`config.mk`:
```
export PLATFORM = sky130hd
export DESIGN_NAME = hue_to_rgb_led_color
export DESIGN_NICKNAME = d
export VERILOG_FILES = /design/src/rtl/hrl_pkg.sv /design/src/rtl/hrl_channel.sv /design/src/rtl/hue_to_rgb_led_color.sv
export SDC_FILE = /design/constraint.sdc
export NUM_CORES = 2
export LEC_CHECK = 0
export BUFFER_PORTS_ARGS = -buffer_cell sky130_fd_sc_hd__buf_2
export CAP_MARGIN = 10
export CORE_MARGIN = 1.5
export CORE_UTILIZATION = 50
export DETAILED_ROUTE_END_ITERATION = 8
export PLACE_DENSITY = 0.66
export SYNTH_ARGS = -nofsm -noshare
export SYNTH_HDL_FRONTEND = slang
export SYNTH_SLANG_ARGS = --single-unit
```
`constraint.sdc`:
```
create_clock -name clock -period 8.39 [get_ports clock]
set_clock_uncertainty 0.05 [all_clocks]
set_input_delay 0.839 -clock clock [delete_from_list [all_inputs] [get_ports clock]]
set_output_delay 0.839 -clock clock [all_outputs]
set_load 0.1 [all_outputs]
```
`src/rtl/hrl_pkg.sv`:
```
package hrl_pkg;

   // Fixed point: hue fraction, lightness and channel values are unsigned Q0.16.
   localparam int unsigned NUM_STAGES = 7;

   localparam logic [16:0] ONE_Q16   = 17'd65536;
   localparam logic [15:0] THIRD_Q16 = 16'd21845;

   localparam logic [15:0] OFF_CODE_DEFAULT = 16'hFFFF;
   localparam logic [8:0]  HUE_MAX          = 9'd359;

   // floor(2^32 / 360): hue times this, shifted down by 16, undershoots by at most one.
   localparam logic [23:0] HUE_RECIP = 24'd11930464;
   // 65793 / 2^24 sits just below 1/255, so one correction step is enough.
   localparam logic [16:0] RECIP_255 = 17'd65793;

   // Register indexes of the configuration port.
   localparam logic [0:0] CSR_BRIGHTNESS = 1'b0;
   localparam logic [0:0] CSR_SATURATION = 1'b1;

   typedef enum logic [1:0] {
      SEG_RAMP = 2'b00,
      SEG_HIGH = 2'b01,
      SEG_LOW  = 2'b10
   } seg_sel_type;

   // Load enables of the stages that live inside the channel slices.
   typedef struct packed {
      logic s4;
      logic s5;
      logic s6;
      logic s7;
   } hrl_stage_en_type;

   typedef logic [15:0] l16_table_type [128];

   function automatic l16_table_type build_l16_table();
      l16_table_type tbl;
      for (int i = 0; i < 128; i++) begin
         tbl[i] = 16'((i * 65536) / 200);
      end
      return tbl;
   endfunction

   // Lightness in Q0.16 for each brightness percent code.
   localparam l16_table_type L16_TABLE = build_l16_table();

   // floor(v * 255 / 65536) for v up to 1.0; never exceeds 255.
   function automatic logic [7:0] to_level(input logic [16:0] v);
      logic [24:0] x;
      x = {v, 8'b0} - {8'b0, v};
      return x[23:16];
   endfunction

endpackage

```
`src/rtl/hrl_channel.sv`:
```
module hrl_channel
   import hrl_pkg::*;
(
   input  logic             clock,
   input  hrl_stage_en_type stage_en,
   input  logic [15:0]      s3_t,
   input  logic [16:0]      s4_p,
   input  logic [16:0]      s4_q,
   input  logic [16:0]      s5_p,
   input  logic [16:0]      s5_q,
   input  logic             s6_force,
   input  logic [7:0]       s6_force_level,
   output logic [7:0]       level
);

   logic [18:0]  six_t;
   logic [17:0]  three_t;
   seg_sel_type  s4_sel_in, s4_sel_ff;
   logic [16:0]  s4_f_in, s4_f_ff;

   logic [16:0]  diff;
   logic [33:0]  prod;
   seg_sel_type  s5_sel_ff;
   logic [16:0]  s5_ramp_in, s5_ramp_ff;

   logic [16:0]  s6_seg_in, s6_seg_ff;
   logic [7:0]   s7_level_in, s7_level_ff;

   // Pick the segment of the hue circle: rising ramp, top, falling ramp or bottom.
   always_comb begin
      six_t   = {1'b0, s3_t, 2'b0} + {2'b0, s3_t, 1'b0};
      three_t = {1'b0, s3_t, 1'b0} + {2'b0, s3_t};
      if (six_t < 19'd65536) begin
         s4_sel_in = SEG_RAMP;
         s4_f_in   = six_t[16:0];
      end else if (s3_t < 16'd32768) begin
         s4_sel_in = SEG_HIGH;
         s4_f_in   = '0;
      end else if (three_t < 18'd131072) begin
         s4_sel_in = SEG_RAMP;
         s4_f_in   = 17'(19'd262144 - six_t);
      end else begin
         s4_sel_in = SEG_LOW;
         s4_f_in   = '0;
      end
   end

   always_comb begin
      diff       = s4_q - s4_p;
      prod       = 34'(diff) * 34'(s4_f_ff);
      s5_ramp_in = prod[32:16];
   end

   always_comb begin
      case (s5_sel_ff)
         SEG_RAMP: s6_seg_in = s5_p + s5_ramp_ff;
         SEG_HIGH: s6_seg_in = s5_q;
         SEG_LOW:  s6_seg_in = s5_p;
         default:  s6_seg_in = s5_p;
      endcase
   end

   assign s7_level_in = s6_force ? s6_force_level : to_level(s6_seg_ff);

   always_ff @(posedge clock) begin
      if (stage_en.s4) begin
         s4_sel_ff <= s4_sel_in;
         s4_f_ff   <= s4_f_in;
      end
      if (stage_en.s5) begin
         s5_sel_ff  <= s4_sel_ff;
         s5_ramp_ff <= s5_ramp_in;
      end
      if (stage_en.s6) begin
         s6_seg_ff <= s6_seg_in;
      end
      if (stage_en.s7) begin
         s7_level_ff <= s7_level_in;
      end
   end

   assign level = s7_level_ff;

endmodule

```
`src/rtl/hue_to_rgb_led_color.sv`:
```
// Channel  | Direction | Handshake              | Payload
// ---------+-----------+------------------------+---------------------------------------
// req      | in        | req_tvalid/req_tready  | req_tdata: hue in degrees
// rsp      | out       | rsp_tvalid/rsp_tready  | rsp_tdata: red, green, blue levels
// csr      | in        | csr_valid/csr_ready    | csr_index, csr_data: register write
//
// The converter is a seven stage pipeline and takes one hue transaction in every cycle
// while rsp is not stalled; a result passes the hue scaling, the divide by 255 and the
// segment multiply on its way to rsp. Each stage holds while it is full and the stage
// after it cannot take its item, so a stalled output holds its result while empty stages
// upstream keep filling. Synchronous reset empties the pipeline and restores brightness 0
// and saturation 255. The csr port is always ready; the user must write registers only
// while no transaction is in flight, which the block itself does not enforce.
module hue_to_rgb_led_color
   import hrl_pkg::*;
#(
   parameter logic [15:0] OFF_CODE = OFF_CODE_DEFAULT
) (
   input  logic        clock,
   input  logic        reset,

   input  logic        req_tvalid,
   output logic        req_tready,
   input  logic [15:0] req_tdata,   // [15:0] hue_degrees

   output logic        rsp_tvalid,
   input  logic        rsp_tready,
   output logic [23:0] rsp_tdata,   // [7:0] red_level, [15:8] green_level, [23:16] blue_level

   input  logic        csr_valid,
   output logic        csr_ready,
   input  logic [0:0]  csr_index,
   input  logic [7:0]  csr_data
);

   // Configuration registers.
   logic [6:0] brightness_ff, brightness_in;
   logic [7:0] saturation_ff, saturation_in;

   // Valid bits of the stages and their load enables; stage_en[7] is the output side.
   logic [NUM_STAGES-1:0] stage_valid_ff, stage_valid_in;
   logic [NUM_STAGES:0]   stage_en;
   hrl_stage_en_type      chan_en;

   // Stage 1: clamp the hue, look up lightness, first estimate of the hue fraction.
   logic        s1_off_in, s1_off_ff;
   logic [8:0]  s1_hue_in, s1_hue_ff;
   logic [15:0] s1_l16_in, s1_l16_ff;
   logic [32:0] hue_prod;
   logic [15:0] s1_hest_in, s1_hest_ff;

   // Stage 2: exact hue fraction, numerator of the saturation term, grey detection.
   logic [25:0] hue_lhs;
   logic [25:0] hue_est360;
   logic [16:0] l16_comp;
   logic        s2_off_ff;
   logic [15:0] s2_h16_in, s2_h16_ff;
   logic [23:0] s2_qnum_in, s2_qnum_ff;
   logic        s2_grey_in, s2_grey_ff;
   logic [7:0]  s2_grey_lvl_in, s2_grey_lvl_ff;
   logic [15:0] s2_l16_ff;

   // Stage 3: hue positions of the three channels, estimate of the divide by 255.
   logic [40:0] qnum_prod;
   logic [15:0] s3_tr_in, s3_tr_ff;
   logic [15:0] s3_tg_ff;
   logic [15:0] s3_tb_in, s3_tb_ff;
   logic [16:0] s3_qest_in, s3_qest_ff;
   logic [23:0] s3_qnum_ff;
   logic [15:0] s3_l16_ff;
   logic        s3_off_ff, s3_grey_ff;
   logic [7:0]  s3_grey_lvl_ff;

   // Stage 4: corrected quotient, then the upper and lower bounds Q and P.
   logic [25:0] qest255;
   logic [16:0] qdiv;
   logic [17:0] p_wide;
   logic [16:0] s4_q_in, s4_q_ff;
   logic [16:0] s4_p_in, s4_p_ff;
   logic        s4_off_ff, s4_grey_ff;
   logic [7:0]  s4_grey_lvl_ff;

   // Stages 5 and 6 carry the bounds and the override flags beside the channel slices.
   logic [16:0] s5_q_ff, s5_p_ff;
   logic        s5_off_ff, s5_grey_ff;
   logic [7:0]  s5_grey_lvl_ff;
   logic        s6_off_ff, s6_grey_ff;
   logic [7:0]  s6_grey_lvl_ff;
   logic        s6_force;
   logic [7:0]  s6_force_level;

   logic [7:0]  red_level, green_level, blue_level;

   // ---------------------------------------------------------------------------------------
   // Configuration port. Writes to an index outside the list are taken and ignored.
   // ---------------------------------------------------------------------------------------
   assign csr_ready = 1'b1;

   always_comb begin
      brightness_in = brightness_ff;
      saturation_in = saturation_ff;
      if (csr_valid) begin
         case (csr_index)
            CSR_BRIGHTNESS: brightness_in = csr_data[6:0];
            CSR_SATURATION: saturation_in = csr_data;
            default: begin
               brightness_in = brightness_ff;
               saturation_in = saturation_ff;
            end
         endcase
      end
   end

   always_ff @(posedge clock) begin
      if (reset) begin
         brightness_ff <= 7'd0;
         saturation_ff <= 8'd255;
      end else begin
         brightness_ff <= brightness_in;
         saturation_ff <= saturation_in;
      end
   end

   // ---------------------------------------------------------------------------------------
   // Pipeline flow control. A stage loads when it is empty or when its item moves on,
   // so bubbles close up behind a stalled output.
   // ---------------------------------------------------------------------------------------
   always_comb begin
      stage_en[7] = rsp_tready;
      stage_en[6] = !stage_valid_ff[6] || stage_en[7];
      stage_en[5] = !stage_valid_ff[5] || stage_en[6];
      stage_en[4] = !stage_valid_ff[4] || stage_en[5];
      stage_en[3] = !stage_valid_ff[3] || stage_en[4];
      stage_en[2] = !stage_valid_ff[2] || stage_en[3];
      stage_en[1] = !stage_valid_ff[1] || stage_en[2];
      stage_en[0] = !stage_valid_ff[0] || stage_en[1];
   end

   always_comb begin
      stage_valid_in[0] = stage_en[0] ? req_tvalid        : stage_valid_ff[0];
      stage_valid_in[1] = stage_en[1] ? stage_valid_ff[0] : stage_valid_ff[1];
      stage_valid_in[2] = stage_en[2] ? stage_valid_ff[1] : stage_valid_ff[2];
      stage_valid_in[3] = stage_en[3] ? stage_valid_ff[2] : stage_valid_ff[3];
      stage_valid_in[4] = stage_en[4] ? stage_valid_ff[3] : stage_valid_ff[4];
      stage_valid_in[5] = stage_en[5] ? stage_valid_ff[4] : stage_valid_ff[5];
      stage_valid_in[6] = stage_en[6] ? stage_valid_ff[5] : stage_valid_ff[6];
   end

   always_ff @(posedge clock) begin
      if (reset) begin
         stage_valid_ff <= '0;
      end else begin
         stage_valid_ff <= stage_valid_in;
      end
   end

   assign req_tready = stage_en[0];
   assign rsp_tvalid = stage_valid_ff[6];

   assign chan_en.s4 = stage_en[3];
   assign chan_en.s5 = stage_en[4];
   assign chan_en.s6 = stage_en[5];
   assign chan_en.s7 = stage_en[6];

   // ---------------------------------------------------------------------------------------
   // Stage 1. Hues above 359 clamp, the off code is flagged and later forces black.
   // The hue fraction estimate hue * 2^16 / 360 may be one short; stage 2 corrects it.
   // ---------------------------------------------------------------------------------------
   always_comb begin
      s1_off_in  = (req_tdata == OFF_CODE);
      s1_hue_in  = (req_tdata > 16'(HUE_MAX)) ? HUE_MAX : req_tdata[8:0];
      s1_l16_in  = L16_TABLE[brightness_ff];
      hue_prod   = 33'(s1_hue_in) * 33'(HUE_RECIP);
      s1_hest_in = hue_prod[31:16];
   end

   always_ff @(posedge clock) begin
      if (stage_en[0]) begin
         s1_off_ff  <= s1_off_in;
         s1_hue_ff  <= s1_hue_in;
         s1_l16_ff  <= s1_l16_in;
         s1_hest_ff <= s1_hest_in;
      end
   end

   // ---------------------------------------------------------------------------------------
   // Stage 2. The estimate is raised by one when the remainder still holds a whole 360.
   // The saturation term numerator depends on which half lightness lies in. Zero
   // saturation or zero lightness gives a grey at level L.
   // ---------------------------------------------------------------------------------------
   always_comb begin
      hue_lhs    = {1'b0, s1_hue_ff, 16'b0};
      hue_est360 = {2'b0, s1_hest_ff, 8'b0} + {4'b0, s1_hest_ff, 6'b0}
                 + {5'b0, s1_hest_ff, 5'b0} + {7'b0, s1_hest_ff, 3'b0};
      s2_h16_in  = s1_hest_ff + 16'(hue_lhs >= hue_est360 + 26'd360);

      l16_comp = ONE_Q16 - {1'b0, s1_l16_ff};
      if (!s1_l16_ff[15]) begin
         s2_qnum_in = 24'(s1_l16_ff) * 24'(saturation_ff);
      end else begin
         s2_qnum_in = 24'(l16_comp[15:0]) * 24'(saturation_ff);
      end

      s2_grey_in     = (saturation_ff == 8'd0) || (s1_l16_ff == 16'd0);
      s2_grey_lvl_in = to_level({1'b0, s1_l16_ff});
   end

   always_ff @(posedge clock) begin
      if (stage_en[1]) begin
         s2_off_ff      <= s1_off_ff;
         s2_h16_ff      <= s2_h16_in;
         s2_qnum_ff     <= s2_qnum_in;
         s2_grey_ff     <= s2_grey_in;
         s2_grey_lvl_ff <= s2_grey_lvl_in;
         s2_l16_ff      <= s1_l16_ff;
      end
   end

   // ---------------------------------------------------------------------------------------
   // Stage 3. Red sits a third of the circle ahead of green and blue a third behind; the
   // sums wrap modulo one, so a position of exactly one reads as zero.
   // ---------------------------------------------------------------------------------------
   always_comb begin
      s3_tr_in   = s2_h16_ff + THIRD_Q16;
      s3_tb_in   = s2_h16_ff - THIRD_Q16;
      qnum_prod  = 41'(s2_qnum_ff) * 41'(RECIP_255);
      s3_qest_in = qnum_prod[40:24];
   end

   always_ff @(posedge clock) begin
      if (stage_en[2]) begin
         s3_tr_ff       <= s3_tr_in;
         s3_tg_ff       <= s2_h16_ff;
         s3_tb_ff       <= s3_tb_in;
         s3_qest_ff     <= s3_qest_in;
         s3_qnum_ff     <= s2_qnum_ff;
         s3_l16_ff      <= s2_l16_ff;
         s3_off_ff      <= s2_off_ff;
         s3_grey_ff     <= s2_grey_ff;
         s3_grey_lvl_ff <= s2_grey_lvl_ff;
      end
   end

   // ---------------------------------------------------------------------------------------
   // Stage 4. Finish the divide by 255, then Q = L + term and P = 2L - Q.
   // ---------------------------------------------------------------------------------------
   always_comb begin
      qest255 = {1'b0, s3_qest_ff, 8'b0} - {9'b0, s3_qest_ff};
      qdiv    = s3_qest_ff + 17'(26'(s3_qnum_ff) >= qest255 + 26'd255);
      s4_q_in = {1'b0, s3_l16_ff} + qdiv;
      p_wide  = {1'b0, s3_l16_ff, 1'b0} - {1'b0, s4_q_in};
      s4_p_in = p_wide[16:0];
   end

   always_ff @(posedge clock) begin
      if (stage_en[3]) begin
         s4_q_ff        <= s4_q_in;
         s4_p_ff        <= s4_p_in;
         s4_off_ff      <= s3_off_ff;
         s4_grey_ff     <= s3_grey_ff;
         s4_grey_lvl_ff <= s3_grey_lvl_ff;
      end
   end

   always_ff @(posedge clock) begin
      if (stage_en[4]) begin
         s5_q_ff        <= s4_q_ff;
         s5_p_ff        <= s4_p_ff;
         s5_off_ff      <= s4_off_ff;
         s5_grey_ff     <= s4_grey_ff;
         s5_grey_lvl_ff <= s4_grey_lvl_ff;
      end
      if (stage_en[5]) begin
         s6_off_ff      <= s5_off_ff;
         s6_grey_ff     <= s5_grey_ff;
         s6_grey_lvl_ff <= s5_grey_lvl_ff;
      end
   end

   // The off code wins over grey; either replaces the computed level in the last stage.
   assign s6_force       = s6_off_ff || s6_grey_ff;
   assign s6_force_level = s6_off_ff ? 8'd0 : s6_grey_lvl_ff;

   // ---------------------------------------------------------------------------------------
   // Channel slices: segment choice, ramp multiply, segment value and scaling to 8 bits.
   // ---------------------------------------------------------------------------------------
   hrl_channel u_red (
      .clock          (clock),
      .stage_en       (chan_en),
      .s3_t           (s3_tr_ff),
      .s4_p           (s4_p_ff),
      .s4_q           (s4_q_ff),
      .s5_p           (s5_p_ff),
      .s5_q           (s5_q_ff),
      .s6_force       (s6_force),
      .s6_force_level (s6_force_level),
      .level          (red_level)
   );

   hrl_channel u_green (
      .clock          (clock),
      .stage_en       (chan_en),
      .s3_t           (s3_tg_ff),
      .s4_p           (s4_p_ff),
      .s4_q           (s4_q_ff),
      .s5_p           (s5_p_ff),
      .s5_q           (s5_q_ff),
      .s6_force       (s6_force),
      .s6_force_level (s6_force_level),
      .level          (green_level)
   );

   hrl_channel u_blue (
      .clock          (clock),
      .stage_en       (chan_en),
      .s3_t           (s3_tb_ff),
      .s4_p           (s4_p_ff),
      .s4_q           (s4_q_ff),
      .s5_p           (s5_p_ff),
      .s5_q           (s5_q_ff),
      .s6_force       (s6_force),
      .s6_force_level (s6_force_level),
      .level          (blue_level)
   );

   assign rsp_tdata = {blue_level, green_level, red_level};

   // ---------------------------------------------------------------------------------------
   // Assertions.
   // ---------------------------------------------------------------------------------------

   // The cycle after reset the pipeline holds no transaction.
   a_empty_after_reset: assert property (@(posedge clock)
      $past(reset) |-> stage_valid_ff == '0)
      else $error("pipeline not empty after reset");

   // The bounds of a coloured item satisfy P <= Q <= 1.0.
   a_bounds_ordered: assert property (@(posedge clock) disable iff (reset)
      stage_valid_ff[3] && !s4_grey_ff |-> (s4_p_ff <= s4_q_ff) && (s4_q_ff <= ONE_Q16))
      else $error("colour bounds out of order");

   // An off-code transaction moving into the output register comes out black.
   a_off_is_black: assert property (@(posedge clock) disable iff (reset)
      stage_en[6] && stage_valid_ff[5] && s6_off_ff |=> rsp_tdata == 24'd0)
      else $error("off code did not give black");

endmodule

```
After elaboration in Yosys (flattened, before gate mapping). Memories as Yosys holds them, arrays and structs flattened. A register that Yosys moved wholly into a read port is not among the register bits. Cells that the tools add are included. W data, S select, Z words.

Memories: 1. Word-level logic and storage cells: 167. Bits in registers: 516. Bits in read-only memories: 2048. Memory bits (writable): 0. Bits in latches: 0. Output and inout port bits: 27. Input bits: 30.

Memories: (name not given) (depth 128, bits a word 16, rd ports 1, clocked after Yosys merged registers in 1, wr ports 0, line hue_to_rgb_led_color.sv:172) `s1_l16_in = L16_TABLE[brightness_ff];`.

Add/sub/neg operators: 30. Multipliers: 7. Shift-type cells: 0. Divide/modulo/power cells: 0. Equal/unequal tests: 4. Bitwise logic cells: 2. Multiplexer cells: 24. Order comparisons: 12. Reductions and logical operators: 26.

Operators with widths (count): $mux W17 (9); $pmux W17 S2 (3); $mul A17 B17 Y33 (3); $sub A24 B17 Y24 (3); $add A18 B17 Y19 (3); $lt A19 B17 Y1 const B (3); $add A17 B16 Y18 (3); $lt A18 B18 Y1 const B (3); $add A17 B17 Y17 (3); $sub A1 B17 Y17 const A (3); $lt A16 B16 Y1 const B (3); $mul A16 B8 Y24 (2); $mul A24 B17 Y41 const B (1); $sub A17 B17 Y17 (2); $mux W8 (4); $mul A9 B19 Y27 const B (1); $add A25 B21 Y26 (1); $add A26 B19 Y26 (1); $add A26 B8 Y26 const B (1); $add A26 B9 Y26 const B (1); $ge A24 B26 Y1 (1); $ge A25 B26 Y1 (1); $sub A25 B17 Y26 (1); $add A24 B22 Y25 (1); 23 further kinds (48).

Longest topological paths before layout.
Word-level depth: 8. Mapped depth: 38. Gate-level depth less buffers: 38.

Cells and area by module. Synthesis repeated with hierarchy kept, for this count alone.

Cell total of the unflattened synthesis: 7716. Area, all modules: 73259.0 um^2.

Modules (own cells, without submodules): hue_to_rgb_led_color (seq. area each 9989.6 um^2, cells each 2921, area each 30098.9 um^2, instances 1); hrl_channel at u_blue ... (seq. area each 1861.8 um^2, cells each 1617, area each 14533.9 um^2, instances 2); hrl_channel at u_red (seq. area each 1861.8 um^2, cells each 1561, area each 14092.3 um^2, instances 1).

Worst setup path after synthesis. No wires, ideal clock.

Path type: register to register. Start: reg s4_q_ff[1]. End: reg u_green.s5_ramp_ff[15] (data pin). Path slack: -0.009 ns. Buffers on the path: 3. Stages on the path, launching flop included: 35. Library setup time: 0.262 ns. Data arrival time: 8.087 ns. Cell sequence: edfxtp_1 inv_1 ha_1 buf_2 o21a_1 o21a_1 o21ai_1 a21boi_1 o21a_1 o21ai_1 a21oi_1 a21oi_1 xnor2_1 clkbuf_1 clkbuf_1 nand2_1 fa_1 inv_1 fa_1 inv_1 fa_1 fa_1 fa_1 fa_1 inv_1 ha_1 a2111oi_1 nand3_1 nand4b_2 a21boi_2 o41a_1 a221o_1 a21oi_1 o21bai_1 xor2_1.

Cells in the longest elaborated chain, start to end: 2.

RTL lines: start: declaration (line hue_to_rgb_led_color.sv:78) `logic [16:0] s4_q_in, s4_q_ff;`; start signal: assignment (line hue_to_rgb_led_color.sv:257) `s4_q_ff <= s4_q_in;`; $sub A17 B17 Y17 (line hrl_channel.sv:49) `diff = s4_q - s4_p;`; $mul A17 B17 Y33 (line hrl_channel.sv:50) `prod = 34'(diff) * 34'(s4_f_ff);`; net u_green.prod[31] (line hrl_channel.sv:22) `logic [33:0] prod;`; end signal: assignment (line hrl_channel.sv:72) `s5_ramp_ff <= s5_ramp_in;`; end: declaration (line hrl_channel.sv:24) `logic [16:0] s5_ramp_in, s5_ramp_ff;`.

The timed path passes the listed nets, and every way through them passes these cells. A chain may end at the register's enable or synchronous reset.

Worst setup path in the final report.
Start: reg s4_p_ff[1]. End: reg u_red.s5_ramp_ff[15] (data pin).

Cells in the longest elaborated chain, start to end: 2.

RTL lines: start: declaration (line hue_to_rgb_led_color.sv:79) `logic [16:0] s4_p_in, s4_p_ff;`; start signal: assignment (line hue_to_rgb_led_color.sv:258) `s4_p_ff <= s4_p_in;`; $sub A17 B17 Y17 (line hrl_channel.sv:49); $mul A17 B17 Y33 (line hrl_channel.sv:50); net u_red.prod[31] (line hrl_channel.sv:22); end signal: assignment (line hrl_channel.sv:72); end: declaration (line hrl_channel.sv:24).

The timed path passes the listed nets, and every way through them passes these cells.

==> impl_metrics.csv <==
group,metric,value,unit
floorplanning,dieArea,139800,µm²
setup_path,reg2reg_slack,0.12,ns
floorplanning,dieWidth,373.9,µm
global_routing,met1_usage,32.63,%
sta,maxSlewHeadroom,24.96,%
cells_and_area,layout_commonest_cell,"inv_1",
logic_synthesis,synth_flop_cell,"edfxtp_1",
floorplanning,coreArea,136000,µm²
global_routing,grt-ovfl-total,0,
setup_path,start_kind,"flop",
logic_synthesis,synth-seq-cells,526,
sta,hold_viol,0,
setup_path,worstSetupPathType,"reg -> reg",
route,vias,50160,
cells_and_area,seqCellArea,15580,µm²
route,wl_per_cell,18.91,µm
cells_and_area,mostFrequentLayoutCells,"inv_1, ha_1, fa_1, nand2_1, edfxtp_1",
logic_synthesis,synth_area_leaders,"fa_1, edfxtp_1, ha_1",
global_routing,grt_pass1_vias,50444,
global_routing,grt_max_degree,92,
placed_design,place_congestion,0.9080,
logic_synthesis,avgSynthCellArea,9.595,µm²
floorplanning,core.rowCount,135,
clock_network,clock-sinks,526,
logic_synthesis,synth-seq-area-share,22.64,%
setup_path,cp_slowest_cell,"fa_1",
placed_design,post-dp-hpwl,134200,µm
run,drv_cap,0,
clock_network,cts_buffer_depth,3,
setup_path,crit_fanout,5,
run_status,run_status,"finished, final reports clean",
sta,fmax,120.9,MHz
hold_path,hold_end,"s3_l16_ff[3]",
sta,slew_viol_final,0,
route,remaining_drc_errors,0,
route,drt_iter0_drc,3591,
route,routed_wl,170700,µm
setup_path,cpMostUsedCell,"fa_1",
hold_path,hp-class,"reg -> reg",
setup_path,r2r_end,"u_red.s5_ramp_ff[15]",
sta,finalSetupViolations,0,
logic_synthesis,synth_warnings,0,
sta,rsz0062_at_grt,"true",
logic_synthesis,synth_area,68780,µm²
setup_path,path_buf_inv,6,
route,vias_per_cell,5.556,
floorplanning,io-pin-count,57,
logic_synthesis,async_flop_share,0,%
route,detail-route-antenna-nets,0,
sta,timing.final.crit_share,98.56,%
floorplanning,initial_core_util,50.59,%
logic_synthesis,synth-edff-count,504,
cells_and_area,syn_to_final_growth,8.628,%
global_routing,grt_usage,24.29,%
cells_and_area,nets,8889,
cells_and_area,insertedDiodeCount,0,
setup_path,end_kind,"flop",
sta,tightest_slew,1.114,ns
placed_design,port_buffers,55,
setup_path,ff2ff_path_depth,34,
logic_synthesis,synth_area_leader_cell,"fa_1",
setup_path,crit_path_max_incr_delay,0.58,ns
setup_path,r2r-start,"s4_p_ff[1]",
setup_path,required,8.76,ns
hold_path,min_path_cells,0,
logic_synthesis,syn_nets,8860,
logic_synthesis,synth.top_cell.area_share,23.49,%
global_routing,met3_usage,3.029,%
clock_network,cts_tree,"yes",
global_routing,antenna_found_initial,9,
clock_network,cts_buffers,66,
cells_and_area,multi_input_area,48470,µm²
route,detail_route.first_pass.iterations,7,
global_routing,grtUsageMet2,40.35,%
logic_synthesis,ys_types,108,
clock_network,clock_latency,0.67,ns
setup_path,crit_family,"adder cells",
clock_network,htree_levels,3,
clock_network,root_buffer,"clkbuf_16",
global_routing,busiest_layer,"met2",
hold_path,min_from,"s2_l16_ff[3]",
sta,setup_tns,0,ns
sta,min_period,8.269,ns
floorplanning,die_y,373.9,µm
logic_synthesis,postSynthCellCount,7169,
clock_network,path_clk_slew,0.06,ns
cells_and_area,drive_above_1_share,7.700,%
setup_path,cp.arrival,8.64,ns
global_routing,grt_pass1_wl,270500,µm
cells_and_area,fillCellCount,11953,
worst register-to-register path, delay by kind of cell (launching register included):
| kind | cells | cell delay [ns] |
|---|---|---|
| adder cells (fa/ha/maj) | 8 | 3.61 |
| AO/OA/AOI/OAI | 15 | 2.70 |
| buffers and inverters | 6 | 0.59 |
| flip-flops | 1 | 0.45 |
| AND/OR/NAND/NOR | 3 | 0.40 |
| XOR/XNOR | 2 | 0.24 |
worst max-delay path by stage:
stage               start                endpoint  slack, ns  cells after the start
2_1_floorplan  s4_q_ff[1]   u_blue.s5_ramp_ff[11]       0.02                     35
3_3_place_gp   s4_q_ff[1]   u_blue.s5_ramp_ff[11]      -0.17                     34
3_5_place_dp   s4_q_ff[1]   u_blue.s5_ramp_ff[11]      -0.28                     35
4_1_cts        s4_q_ff[1]  u_green.s5_ramp_ff[16]       0.01                     34
5_1_grt        s4_p_ff[1]    u_red.s5_ramp_ff[15]      -0.18                     33
6_report       s4_p_ff[1]    u_red.s5_ramp_ff[15]       0.12                     34
timing repair:
action	CTS	global route
endpoints found under the setup margin	18	32
resized for setup	17	112
buffers inserted	4	16
pin swaps	8	78
hold buffers	0	0
cloned	1	1
through the flow:
stage          std cells  hold WS (ns)  cell area [µm²]  setup WS [ns]  util, %
2_1_floorplan       7169        0.3503            68790        0.02092        -
3_3_place_gp        8891        0.3510            71820        -0.1675    52.82
3_5_place_dp        8891        0.3545            71820        -0.2830    52.82
4_1_cts             9013        0.3396            74100        0.01478    54.50
5_1_grt             9028        0.3670            74720        -0.1815    54.95
6_report            9028        0.3513            74720         0.1211    54.95
Yosys cell counts, types with 24 or more instances:
library cell	count
inv_1	1163
ha_1	854
fa_1	807
nand2_1	772
edfxtp_1	504
and2_1	464
a21oi_1	295
nor2_1	289
o21ai_0	246
clkbuf_1	235
xnor2_1	233
nor3_1	118
a21o_1	112
xor2_1	107
o21a_1	92
nand3_1	80
nor2b_1	77
nand2b_1	41
and3_1	39
mux2_2	38
a31oi_1	37
a211oi_1	35
o211ai_1	29
mux2i_1	26
o21bai_1	26
or2_2	26
or3_1	24
registers in the layout, summed over array words and instances, names as in the netlist, 16 cells and up:
name	count
s4_q_ff	17
s3_qnum_ff	24
u_blue.s5_ramp_ff	17
s5_p_ff	16
s3_qest_ff	17
s2_h16_ff	16
u_red.s6_seg_ff	17
s1_hest_ff	16
s5_q_ff	17
s1_l16_ff	16
s3_tr_ff	16
s3_l16_ff	16
u_green.s4_f_ff	16
u_blue.s6_seg_ff	17
s4_p_ff	16
s3_tg_ff	16
u_green.s5_ramp_ff	17
u_blue.s4_f_ff	16
u_green.s6_seg_ff	17
u_red.s4_f_ff	16
s2_qnum_ff	24
u_red.s5_ramp_ff	17
s2_l16_ff	16
area by class of cell:
type | count | share of cell area, %
Multi-Input combinational cell | 5204 | 64.87
Sequential cell | 526 | 20.85
Inverter | 1166 | 5.861
Tap cell | 1781 | 2.982
Timing Repair Buffer | 234 | 2.555
Clock buffer | 77 | 2.279
Clock inverter | 40 | 0.5978
per-layer routing:
metal / vias up / part of all wire [%]
met2: 1378 / 48
met5: - / 0
met4: 0 / 3.9
li1: 23663 / -
met1: 24838 / 43
met3: 281 / 5.6
logic make-up (layout without fill, tap and decap cells):
| logic type | Yosys count | after routing | share of synthesized area, % |
|---|---|---|---|
| and+or+nand+nor | 2024 | 2024 | 14.37 |
| adders and majority gates | 1661 | 1661 | 39.02 |
| buffers and inverters | 1439 | 1517 | 7.904 |
| AOI/OAI and AO/OA | 1104 | 1104 | 10.42 |
| DFF | 526 | 526 | 22.64 |
| xor gates and xnor gates | 342 | 342 | 4.377 |
| muxes | 72 | 72 | 1.262 |
| other | 1 | 1 | 0.005452 |
Power is left out: the tool's default activity adds up to more than one toggle a clock period on the data nets, which glitch-free logic cannot reach.
